<file path="config.mk">
export PLATFORM = sky130hd
export DESIGN_NAME = twpfs_fifo
export DESIGN_NICKNAME = d
export VERILOG_FILES = /design/src/twpfs_pkg.sv /design/src/twpfs_fifo.sv
export SDC_FILE = /design/constraint.sdc
export NUM_CORES = 1
export LEC_CHECK = 0
export BUFFER_PORTS_ARGS = -buffer_cell sky130_fd_sc_hd__buf_2
export CAP_MARGIN = 20
export CORE_MARGIN = 8
export CORE_UTILIZATION = 57
export DETAILED_ROUTE_END_ITERATION = 10
export GPL_TIMING_DRIVEN = 0
export PLACE_DENSITY = 0.76
export SETUP_SLACK_MARGIN = 0.02
export SYNTH_ARGS = -nofsm -noshare
export SYNTH_HDL_FRONTEND = slang
export SYNTH_SLANG_ARGS = --single-unit
</file>
<file path="constraint.sdc">
create_clock -name clk_i -period 3.12 [get_ports clk_i]
set_input_delay 0.156 -clock clk_i [delete_from_list [all_inputs] [get_ports clk_i]]
set_output_delay 0.156 -clock clk_i [all_outputs]
set_load 0.01 [all_outputs]
</file>
<file path="src/twpfs_pkg.sv">
`default_nettype none

package twpfs_pkg;

  // Configuration port
  localparam int unsigned CFG_IDX_W  = 3;
  localparam int unsigned CFG_DATA_W = 12;
  localparam int unsigned EFF_W      = 10;
  localparam int unsigned LVL_W      = 12;

  typedef enum logic [CFG_IDX_W-1:0] {
    CFG_EFF0   = 3'd0,
    CFG_EFF1   = 3'd1,
    CFG_EFF2   = 3'd2,
    CFG_DEAD   = 3'd3,
    CFG_FLOOR0 = 3'd4,
    CFG_FLOOR1 = 3'd5,
    CFG_FLOOR2 = 3'd6,
    CFG_CAP    = 3'd7
  } cfg_idx_e;

  // Register file as seen by the datapath
  typedef struct packed {
    logic [2:0][EFF_W-1:0] eff;
    logic [LVL_W-1:0]      dead;
    logic [2:0][LVL_W-1:0] floors;
    logic [LVL_W-1:0]      cap;
  } cfg_t;

  localparam logic [EFF_W-1:0] EFF_DEFAULT = 10'd100;
  localparam int unsigned      EFF_SCALE   = 25600;   // 100 * 2^8

  // Gain, unsigned Q8.16
  localparam int unsigned K_W   = 24;
  localparam logic [K_W-1:0] K_ONE = 24'h01_0000;
  localparam logic [K_W-1:0] K_MAX = 24'hFF_FFFF;

  // Qualification ratio: mag * 100 >= amax * 35
  localparam int unsigned QUAL_NUM = 100;
  localparam int unsigned QUAL_DEN = 35;

  // Queue between front and back
  localparam int unsigned FIFO_DEPTH = 4;
  localparam int unsigned FIFO_AW    = 2;

endpackage

`default_nettype wire

</file>
<file path="src/twpfs_fifo.sv">
`default_nettype none

// Small queue between front and back.
module twpfs_fifo import twpfs_pkg::*; #(
  parameter int unsigned W = 66
) (
  input  logic         clk_i,
  input  logic         rst_ni,
  input  logic         push_i,
  input  logic [W-1:0] data_i,
  input  logic         pop_i,
  output logic [W-1:0] data_o,
  output logic         full_o,
  output logic         empty_o
);

  logic [W-1:0]         mem_q [FIFO_DEPTH];
  logic [FIFO_AW-1:0]   wr_q, rd_q;
  logic [FIFO_AW:0]     cnt_q;

  assign full_o  = cnt_q == (FIFO_AW+1)'(FIFO_DEPTH);
  assign empty_o = cnt_q == '0;
  assign data_o  = mem_q[rd_q];

  always_ff @(posedge clk_i or negedge rst_ni) begin
    if (!rst_ni) begin
      wr_q  <= '0;
      rd_q  <= '0;
      cnt_q <= '0;
    end else begin
      if (push_i) wr_q <= wr_q + 1'b1;
      if (pop_i)  rd_q <= rd_q + 1'b1;
      cnt_q <= cnt_q + (FIFO_AW+1)'(push_i) - (FIFO_AW+1)'(pop_i);
    end
  end

  always_ff @(posedge clk_i) begin
    if (push_i) begin
      mem_q[wr_q] <= data_i;
    end
  end

endmodule

`default_nettype wire

</file>
==> results of run 1 <==
-- stage by stage --
stage | hold slack [ns] | power [mW] | instances | area [sq um] | util
after floorplan | -0.1396 | 7.156 | 379 | 9932 | -
after global placement | -0.009451 | 8.330 | 741 | 10900 | 0.6345
after detailed placement | -0.0005686 | 8.442 | 745 | 11020 | 0.6415
after CTS | 0.3707 | 11.33 | 861 | 12490 | 0.7273
after global routing | 0.3779 | 11.71 | 863 | 12500 | 0.7276
final | 0.3983 | 11.17 | 863 | 12500 | 0.7276
-- layout by cell type (no fill, tap or decap), drive strengths merged, types with 4 or more instances in the layout --
master         n
and2           4
buf          156
mux4          66
edfxtp       264
dfrtp          7
dlygate4sd3   70
clkinv         9
clkbuf        37
inv            6
ha             6
-- area by class of cell --
type	count	area [sq um]	share of cell area
flip-flops and latches	271	8103	0.6483
inverters	6	22.52	0.001802
multi-input cells	87	1684	0.1347
clock inverters	9	40.04	0.003204
repair buffers	211	1496	0.1197
well taps	225	281.5	0.02252
diodes	2	5.005	0.0004004
plain buffers	15	132.6	0.01061
clock buffers	37	733.2	0.05866
-- power groups by stage --
| stage | Clock, mW | Combinational (mW) | Sequential, mW |
|---|---|---|---|
| after global routing | 3.01 | 3.72 | 4.98 |
| after floorplan | 0 | 2.18 | 4.98 |
| after CTS | 2.87 | 3.53 | 4.93 |
| after detailed placement | 0 | 3.44 | 5.00 |
| final | 2.80 | 3.44 | 4.93 |
| after global placement | 0 | 3.29 | 5.04 |
-- logic make-up (layout without fill, tap and decap cells) --
group / Yosys count / in the layout / share of synthesized area
flip-flops: 271 / 271 / 0.8158
multiplexers: 66 / 66 / 0.1497
buffers and inverters: 21 / 278 / 0.01562
AND/OR/NAND/NOR: 8 / 8 / 0.004409
adder cells (fa/ha/maj): 7 / 7 / 0.009574
XOR/XNOR: 5 / 5 / 0.004410
AO/OA/AOI/OAI: 1 / 1 / 0.0005034
other: 0 / 2 / 0
-- sequential cells by signal (all words and copies together), names as in the netlist --
name and cells:
rd_q 2, wr_q 2, cnt_q 3, mem_q 264
-- per-layer routing --
metal | share of wire | global-route usage
met5 | 0 | 0
met4 | 0.018 | 0.04335
met3 | 0.078 | 0.04341
met2 | 0.50 | 0.2879
met1 | 0.41 | 0.2207
-- final timing paths --
kind / from / to / slack [ns]
max: rd_q[1] / data_o[45] / 0.89
min: data_i[38] / mem_q[0][38] / 0.40
max reg2reg: wr_q[0] / mem_q[2][26] / 1.38
min reg2reg: wr_q[0] / wr_q[0] / 0.58
max in group asynchronous: rst_ni / cnt_q[2] / 2.27
min in group asynchronous: rst_ni / cnt_q[0] / 0.60
-- worst max-delay path: stages (launching register included) --
cell and delay, ns:
dfrtp_1 0.39, buf_2 0.31, buf_2 0.34, mux4_2 0.36, buf_2 0.16
==> flow_summary.ini, run 1 <==
[clock_network]
cts_buffer_depth = 3
cts_hold_buf = 70
clk_latency_ns = 0.51
post_cts_resize_count = 0
root_buffer = clkbuf_16
htree_levels = 1
cts_tree = built
cts_sinks = 271
cts.clk_slew.worst_paths_ns = 0.06
numCtsBuffers = 27
post-cts-setup-buffers = 0

[power]
ir_worst_vdd_uv = 586.1
p_int_mw = 8.033
pwr_density_cell_mw_per_mm2 = 894.1
switchingPower_mw = 3.141
clockPowerShare = 0.251
p_seq_frac = 0.441
switching_share = 0.2811
p_leak_nw = 4.393
combPwrFrac = 0.308

[sta]
layout_setup_ws_ns = 0.8931
slew_headroom = 0.5345
worstMarginPinSlew_ns = 0.6982
tns_ns = 0
fin_crit_ns = 2.227
period_share = 0.7137
clock.fmax_mhz = 449.1
setup_violations = 0
slew_viol_final = 0
finalClockSkew_ns = 0.01133
rsz0062_at_grt = false
hold_viol = 0

[floorplan]
core_region_area_sq_mm = 0.01718
die_w_microns = 148
std_cell_rows = 48
initial_core_util = 0.5782
dieHeight_microns = 148
dieArea_sq_mm = 0.02190
pin_count = 138

[cells_and_area]
fillers = 1045
area_delta_synth_final_pct = 25.84
drive_gt1_frac = 0.4041
fin_nets = 696

[synthesis]
synth_area_sq_mm = 0.009932
synth_area_leaders = edfxtp_1 80%, mux4_2 15%, dfrtp_1 1.8%
synth.distinct_cells = 18
synthTopCellsByCount = 264 x edfxtp_1, 66 x mux4_2, 7 x dfrtp_1
synthArstFlopShare = 0.02583
synth-main-ff-cell = edfxtp_1
synth_edf_count = 264
ys_ff_latch = 271
synth_sequential_area_ratio = 0.8158
syn_inst = 379
yosys_warnings = 0
syn_avg_cell_area_sq_um = 26.21
synth_top_area_cell = edfxtp_1
synth.most_common_cell = edfxtp_1
synth_fp_nets = 456
netlist.area_leader.share = 0.7982

[worst_setup_path]
worstPathArrival_ns = 2.07
endpoint_kind = output port
reg2reg_depth = 4
path_class = flop to output port
cp.required_ns = 2.96
crit_fanout = 10
start_kind = flop

[global_route]
grt_overflow_total = 0
grt_usage = 0.1714
antenna_found_initial = 2
grt_pass1_wl_mm = 28.95
grt_pass1_vias = 5183
grt_max_degree = 51

[min_path]
worstHoldPathCells = 2
hp-class = input port to flop

[routing]
viasPerCell = 5.443
first_iter_violations = 304
avgRoutedWirePerCell_microns = 21.55
vias = 4697
drcViolationCount = 0
drt_first_pass_iters = 4
drtAntennaViolNets = 0
drt_wl_total_mm = 18.60

[status]
status = finished clean

[flow_run]
maxCapViolations = 0

[placed_design]
port_buffers = 137
gp_congestion = 0.6691
dp_slack_ns = 1.372
hpwlAfterDp_mm = 11.25
(Power assumes the default switching activity.)
==> inputs of run 2 (changes only) <==
clock period = 2.3 ns   (was 3.12 ns; I/O delays follow)
==> run 2 against run 1 <==
Compared with the run above:
- hold slack worse by 0.047 ns
- register-to-register slack got worse by 0.80 ns
- setup slack got worse by 0.77 ns
- critical path depth is the same
- combinational power is 35% higher
- non-clock buffer count did not move
- die area unchanged
- clock-buffer cell count down 4
- final cell count did not move
==> flow_summary.ini, run 2 (synthesized netlist as in run 1, its figures left out) <==
[clock_network]
cts.clk_slew.worst_paths_ns = 0.06
post-cts-setup-buffers = 0
root_buffer = clkbuf_16
cts_buffer_depth = 3
numCtsBuffers = 26
htree_levels = 1
cts_tree = built
cts_sinks = 271
clk_latency_ns = 0.51

[floorplan]
pin_count = 138
dieHeight_microns = 148
initial_core_util = 0.5782
die_w_microns = 148
dieArea_sq_mm = 0.02190
std_cell_rows = 48
core_region_area_sq_mm = 0.01718

[worst_setup_path]
path_common_cell = buf_2
worstPathArrival_ns = 2.06
path_class = flop to output port
slowest_delay_ns = 0.38
r2r-start = wr_q[0]
reg2reg_depth = 4
endpoint_kind = output port
crit_buf_inv = 3
critical_path.top_delay_family = buffers and inverters
cp.required_ns = 2.18
start_kind = flop
worstSetupStartpoint = rd_q[1]
crit_fanout = 10
worstPathCellList = buf_2, buf_2, mux4_2, buf_2
critical_path.endpoint = data_o[31]
cp.depth = 4
worstReg2RegEnd = mem_q[0][58]
r2r_slack_ns = 0.58
cpMaxStageDelayCell = dfrtp_1

[placed_design]
hpwlAfterDp_mm = 10.88
gp_congestion = 0.7116
port_buffers = 137
placedCellCount = 745
dp_slack_ns = 0.5793

[global_route]
grt_max_degree = 53
use_met1 = 0.2083
grtUsageMet2 = 0.2911
antenna_found_initial = 1
grt_use_met3 = 0.04402
grt_usage = 0.1684
grt_pass1_vias = 5279
grt_pass1_wl_mm = 28.45
top_usage_layer = met2
grt_overflow_total = 0

[cells_and_area]
layout_common_cells = 264 x edfxtp_1, 140 x buf_2, 70 x dlygate4sd3_1
largest-register = mem_q
area_delta_synth_final_pct = 26.79
layoutNonFillerInstCount = 863
drive_gt1_frac = 0.4082
top_regs = mem_q (264), cnt_q (3)
final_common_cell = edfxtp_1
fillers = 1030
largest_reg_flops = 264
fin_nets = 695

[sta]
rsz0062_at_grt = false
clock.fmax_mhz = 458.9
slew_viol_final = 0
layout_setup_ws_ns = 0.1209
setup_violations = 0
finalClockSkew_ns = 0.007470
period_share = 0.9475
worstMarginPinSlew_ns = 0.6659
slew_headroom = 0.5561
hold_viol = 0
fin_crit_ns = 2.179

[routing]
vias = 4713
first_iter_violations = 291
drt_wl_total_mm = 18.18
viasPerCell = 5.461
drtAntennaViolNets = 0
drt_first_pass_iters = 4
avgRoutedWirePerCell_microns = 21.07
drcViolationCount = 0

[power]
ir_worst_vdd_uv = 741.9
p_leak_nw = 4.429
total_power_mw = 15.59
pwr_density_cell_mw_per_mm2 = 1238

[min_path]
hp-class = input port to flop
min_from = data_i[29]

[flow_run]
maxCapViolations = 0

[status]
status = finished clean
run 2: cell types whose count changed in the layout (fill, tap and decap cells not counted):
cell,previous run,this run
clkinvlp_4,0,2
clkbuf_1,8,6
diode_2,2,1
clkbuf_8,2,0
clkinv_2,5,4
buf_2,141,140
clkbuf_4,0,1
bufinv_16,0,4
run 2: how the worst min path moves through the flow:
| stage | slack [ns] | cells past startpoint | to |
|---|---|---|---|
| global route | 0.34 | 2 | mem_q[0][14] |
| finish | 0.35 | 2 | mem_q[3][29] |
| detailed placement | -0.05 | 1 | cnt_q[0] |
| CTS | 0.33 | 2 | mem_q[3][63] |
| global placement | -0.05 | 1 | cnt_q[0] |
| floorplan | -0.18 | 0 | cnt_q[0] |
run 2: through the flow:
stage | util | area (sq um) | setup TNS, ns | hold slack (ns)
after global routing | 0.7332 | 12590 | 0 | 0.3400
final | 0.7332 | 12590 | 0 | 0.3511
after floorplan | - | 9937 | 0 | -0.1806
after detailed placement | 0.6415 | 11020 | 0 | -0.04552
after CTS | 0.7329 | 12590 | 0 | 0.3281
after global placement | 0.6348 | 10900 | -47.03 | -0.05118
run 2: what timing repair did:
| item | in CTS | in global routing |
|---|---|---|
| hold buffers | 70 | 0 |
| setup endpoints to repair | 0 | 4 |
| hold endpoints to repair | 276 | 0 |
| resized for setup | 0 | 1 |
run 2: power by group:
part           switching [mW]  internal [mW]
clock                    1.67           2.59
combinational            2.42           2.24
sequential              0.215           6.46
run 2: layout make-up:
class                           count  area (sq um)  area share
Inverter                            6         22.52    0.001788
Tap cell                          225         281.5     0.02235
Timing Repair Buffer              211          1496      0.1188
Multi-Input combinational cell     87          1684      0.1337
Clock inverter                     14         170.2     0.01351
Clock buffer                       33         698.2     0.05544
Buffer                             15         135.1     0.01073
Sequential cell                   271          8103      0.6434
Antenna cell                        1         2.502   0.0001987
run 2: layer usage:
| layer | wire [microns] | up-vias |
|---|---|---|
| met4 | 298 | 0 |
| met3 | 1214 | 30 |
| met5 | 0 | - |
| met1 | 7344 | 2434 |
| met2 | 9322 | 147 |
| li1 | - | 2102 |
==> inputs of run 3 (changes only) <==
--- a/config.mk
+++ b/config.mk
@@ -9,2 +9,3 @@
 export CAP_MARGIN = 20
+export CORE_ASPECT_RATIO = 0.8
 export CORE_MARGIN = 8
==> constraint.sdc (replaced) <==
create_clock -name clk_i -period 2.3 [get_ports clk_i]
set_input_delay 0.46 -clock clk_i [delete_from_list [all_inputs] [get_ports clk_i]]
set_output_delay 0.46 -clock clk_i [all_outputs]
set_load 0.01 [all_outputs]
==> run 3 against run 2 <==
Compared with the run above:
- the run now ends with setup timing left
- sequential power barely moved
- design area fell by 2.8%
- register-to-register slack got worse by 0.06 ns
- maximum frequency fell by 10%
- combinational power rose by 17%
- core utilization fell by 2.2 points
- die area rose by 0.12%
- sequential share of layout area rose by 1.8 points
==> flow_summary.ini, run 3 (synthesized netlist as in run 1, its figures left out) <==
[placed_design]
port_buffers = 137
placedCellCount = 745
detailed_place.area_sq_mm = 0.01100
hpwlAfterDp_mm = 11.20
gp_congestion = 0.6747

[routing]
vias = 4519
viasPerCell = 5.607
avgRoutedWirePerCell_microns = 22.64
drcViolationCount = 0
drt_first_pass_iters = 4
drtAntennaViolNets = 0
drt_wl_total_mm = 18.25
first_iter_violations = 263

[global_route]
grt_usage = 0.1655
grt_max_degree = 50
grt_overflow_total = 0
antenna_found_initial = 1
grt_pass1_vias = 4885
grt_pass1_wl_mm = 27.76

[flow_run]
maxCapViolations = 0

[cells_and_area]
largest-register = mem_q
fin_nets = 638
area_delta_synth_final_pct = 23.25
largest_reg_flops = 264
diodes = 0
top_regs = mem_q (264), cnt_q (3)
drive_gt1_frac = 0.4785
fin_util = 0.7110
final_common_cell = edfxtp_1
layoutNonFillerInstCount = 806
final_area_sq_mm = 0.01224
layout_common_cells = 264 x edfxtp_1, 112 x buf_2, 66 x mux4_2

[status]
violations = setup timing
status = finished with violations

[floorplan]
die_w_microns = 163.6
dieHeight_microns = 134.1
std_cell_rows = 43
core_region_area_sq_mm = 0.01722
dieArea_sq_mm = 0.02193
initial_core_util = 0.5769
pin_count = 138

[worst_setup_path]
crit_buf_inv = 4
critical_path.top_delay_family = buffers and inverters
path_class = flop to output port
worstPathCellList = buf_6, buf_12, buf_12, mux4_2, buf_6
endpoint_kind = output port
worstPathArrival_ns = 1.97
cp.required_ns = 1.84
start_kind = flop
slowest_delay_ns = 0.54
cpMaxStageDelayCell = mux4_2
crit_fanout = 9

[clock_network]
htree_levels = 1
clk_latency_ns = 0.52
cts_tree = built
numCtsBuffers = 26
cts_buffer_depth = 3
root_buffer = clkbuf_16
cts.clk_slew.worst_paths_ns = 0.06
cts_sinks = 271

[sta]
tns_ns = -4.669
layout_setup_ws_ns = -0.1250
finalClockSkew_ns = 0.008634
rsz0062_at_grt = true
fin_crit_ns = 2.425
worstMarginPinSlew_ns = 0.4909
clock.fmax_mhz = 412.4
hold_viol = 0
period_share = 1.054
setup_violations = 64
slew_headroom = 0.6727
slew_viol_final = 0

[power]
pwr_density_cell_mw_per_mm2 = 1323
ir_worst_vdd_uv = 926.1
p_leak_nw = 4.307
total_power_mw = 16.19

[min_path]
hp-class = input port to flop
-- run 3: final cells by class --
type	instances	area (sq um)
sequential	271	8103
timing repair buffer	154	1135
multi-input combinational	87	1684
clock inverter	10	80.08
clock buffer	38	757.0
inverter	6	22.52
fill	1007	4975
tap	225	281.5
buffer	15	178.9
-- run 3: what timing repair did --
action                                  in CTS  in global routing
hold buffers                                 1                  0
pin swaps                                    0                  0
hold endpoints to repair                     7                  0
setup buffers                                6                  2
resized for setup                           36                 13
endpoints found under the setup margin      66                 65
gates cloned                                 2                  2
-- run 3: per-layer routing --
layer / wire length (microns) / up-vias / GRT usage
met5: 10 / - / 0
met4: 356 / 2 / 0.03931
met3: 1316 / 30 / 0.04104
met2: 8885 / 168 / 0.2610
met1: 7677 / 2339 / 0.2315
li1: - / 1980 / -
-- run 3: through the flow --
step | hold slack, ns | setup slack (ns)
floorplan | 0.1644 | 0.4171
global placement | 0.3005 | -0.2519
detailed placement | 0.3080 | 0.2635
CTS | 0.1352 | -0.1590
global route | 0.1398 | -0.1887
finish | 0.1576 | -0.1250
-- run 3: worst paths after layout --
kind	start	end	slack [ns]	cells after the start
worst max-delay path	rd_q[0]	data_o[59]	-0.13	5
worst min-delay path	data_i[20]	mem_q[1][20]	0.16	1
worst max register to register	wr_q[0]	mem_q[2][7]	0.52	4
worst min register to register	wr_q[0]	wr_q[0]	0.54	1
max in group asynchronous	rst_ni	rd_q[0]	1.80	2
min in group asynchronous	rst_ni	cnt_q[2]	0.32	2
-- run 3: power by group --
| group | internal [mW] | switching (mW) | leakage (nW) |
|---|---|---|---|
| logic | 2.85 | 2.58 | 1.38 |
| registers | 6.46 | 0.218 | 2.51 |
| clock network | 2.40 | 1.68 | 0.419 |
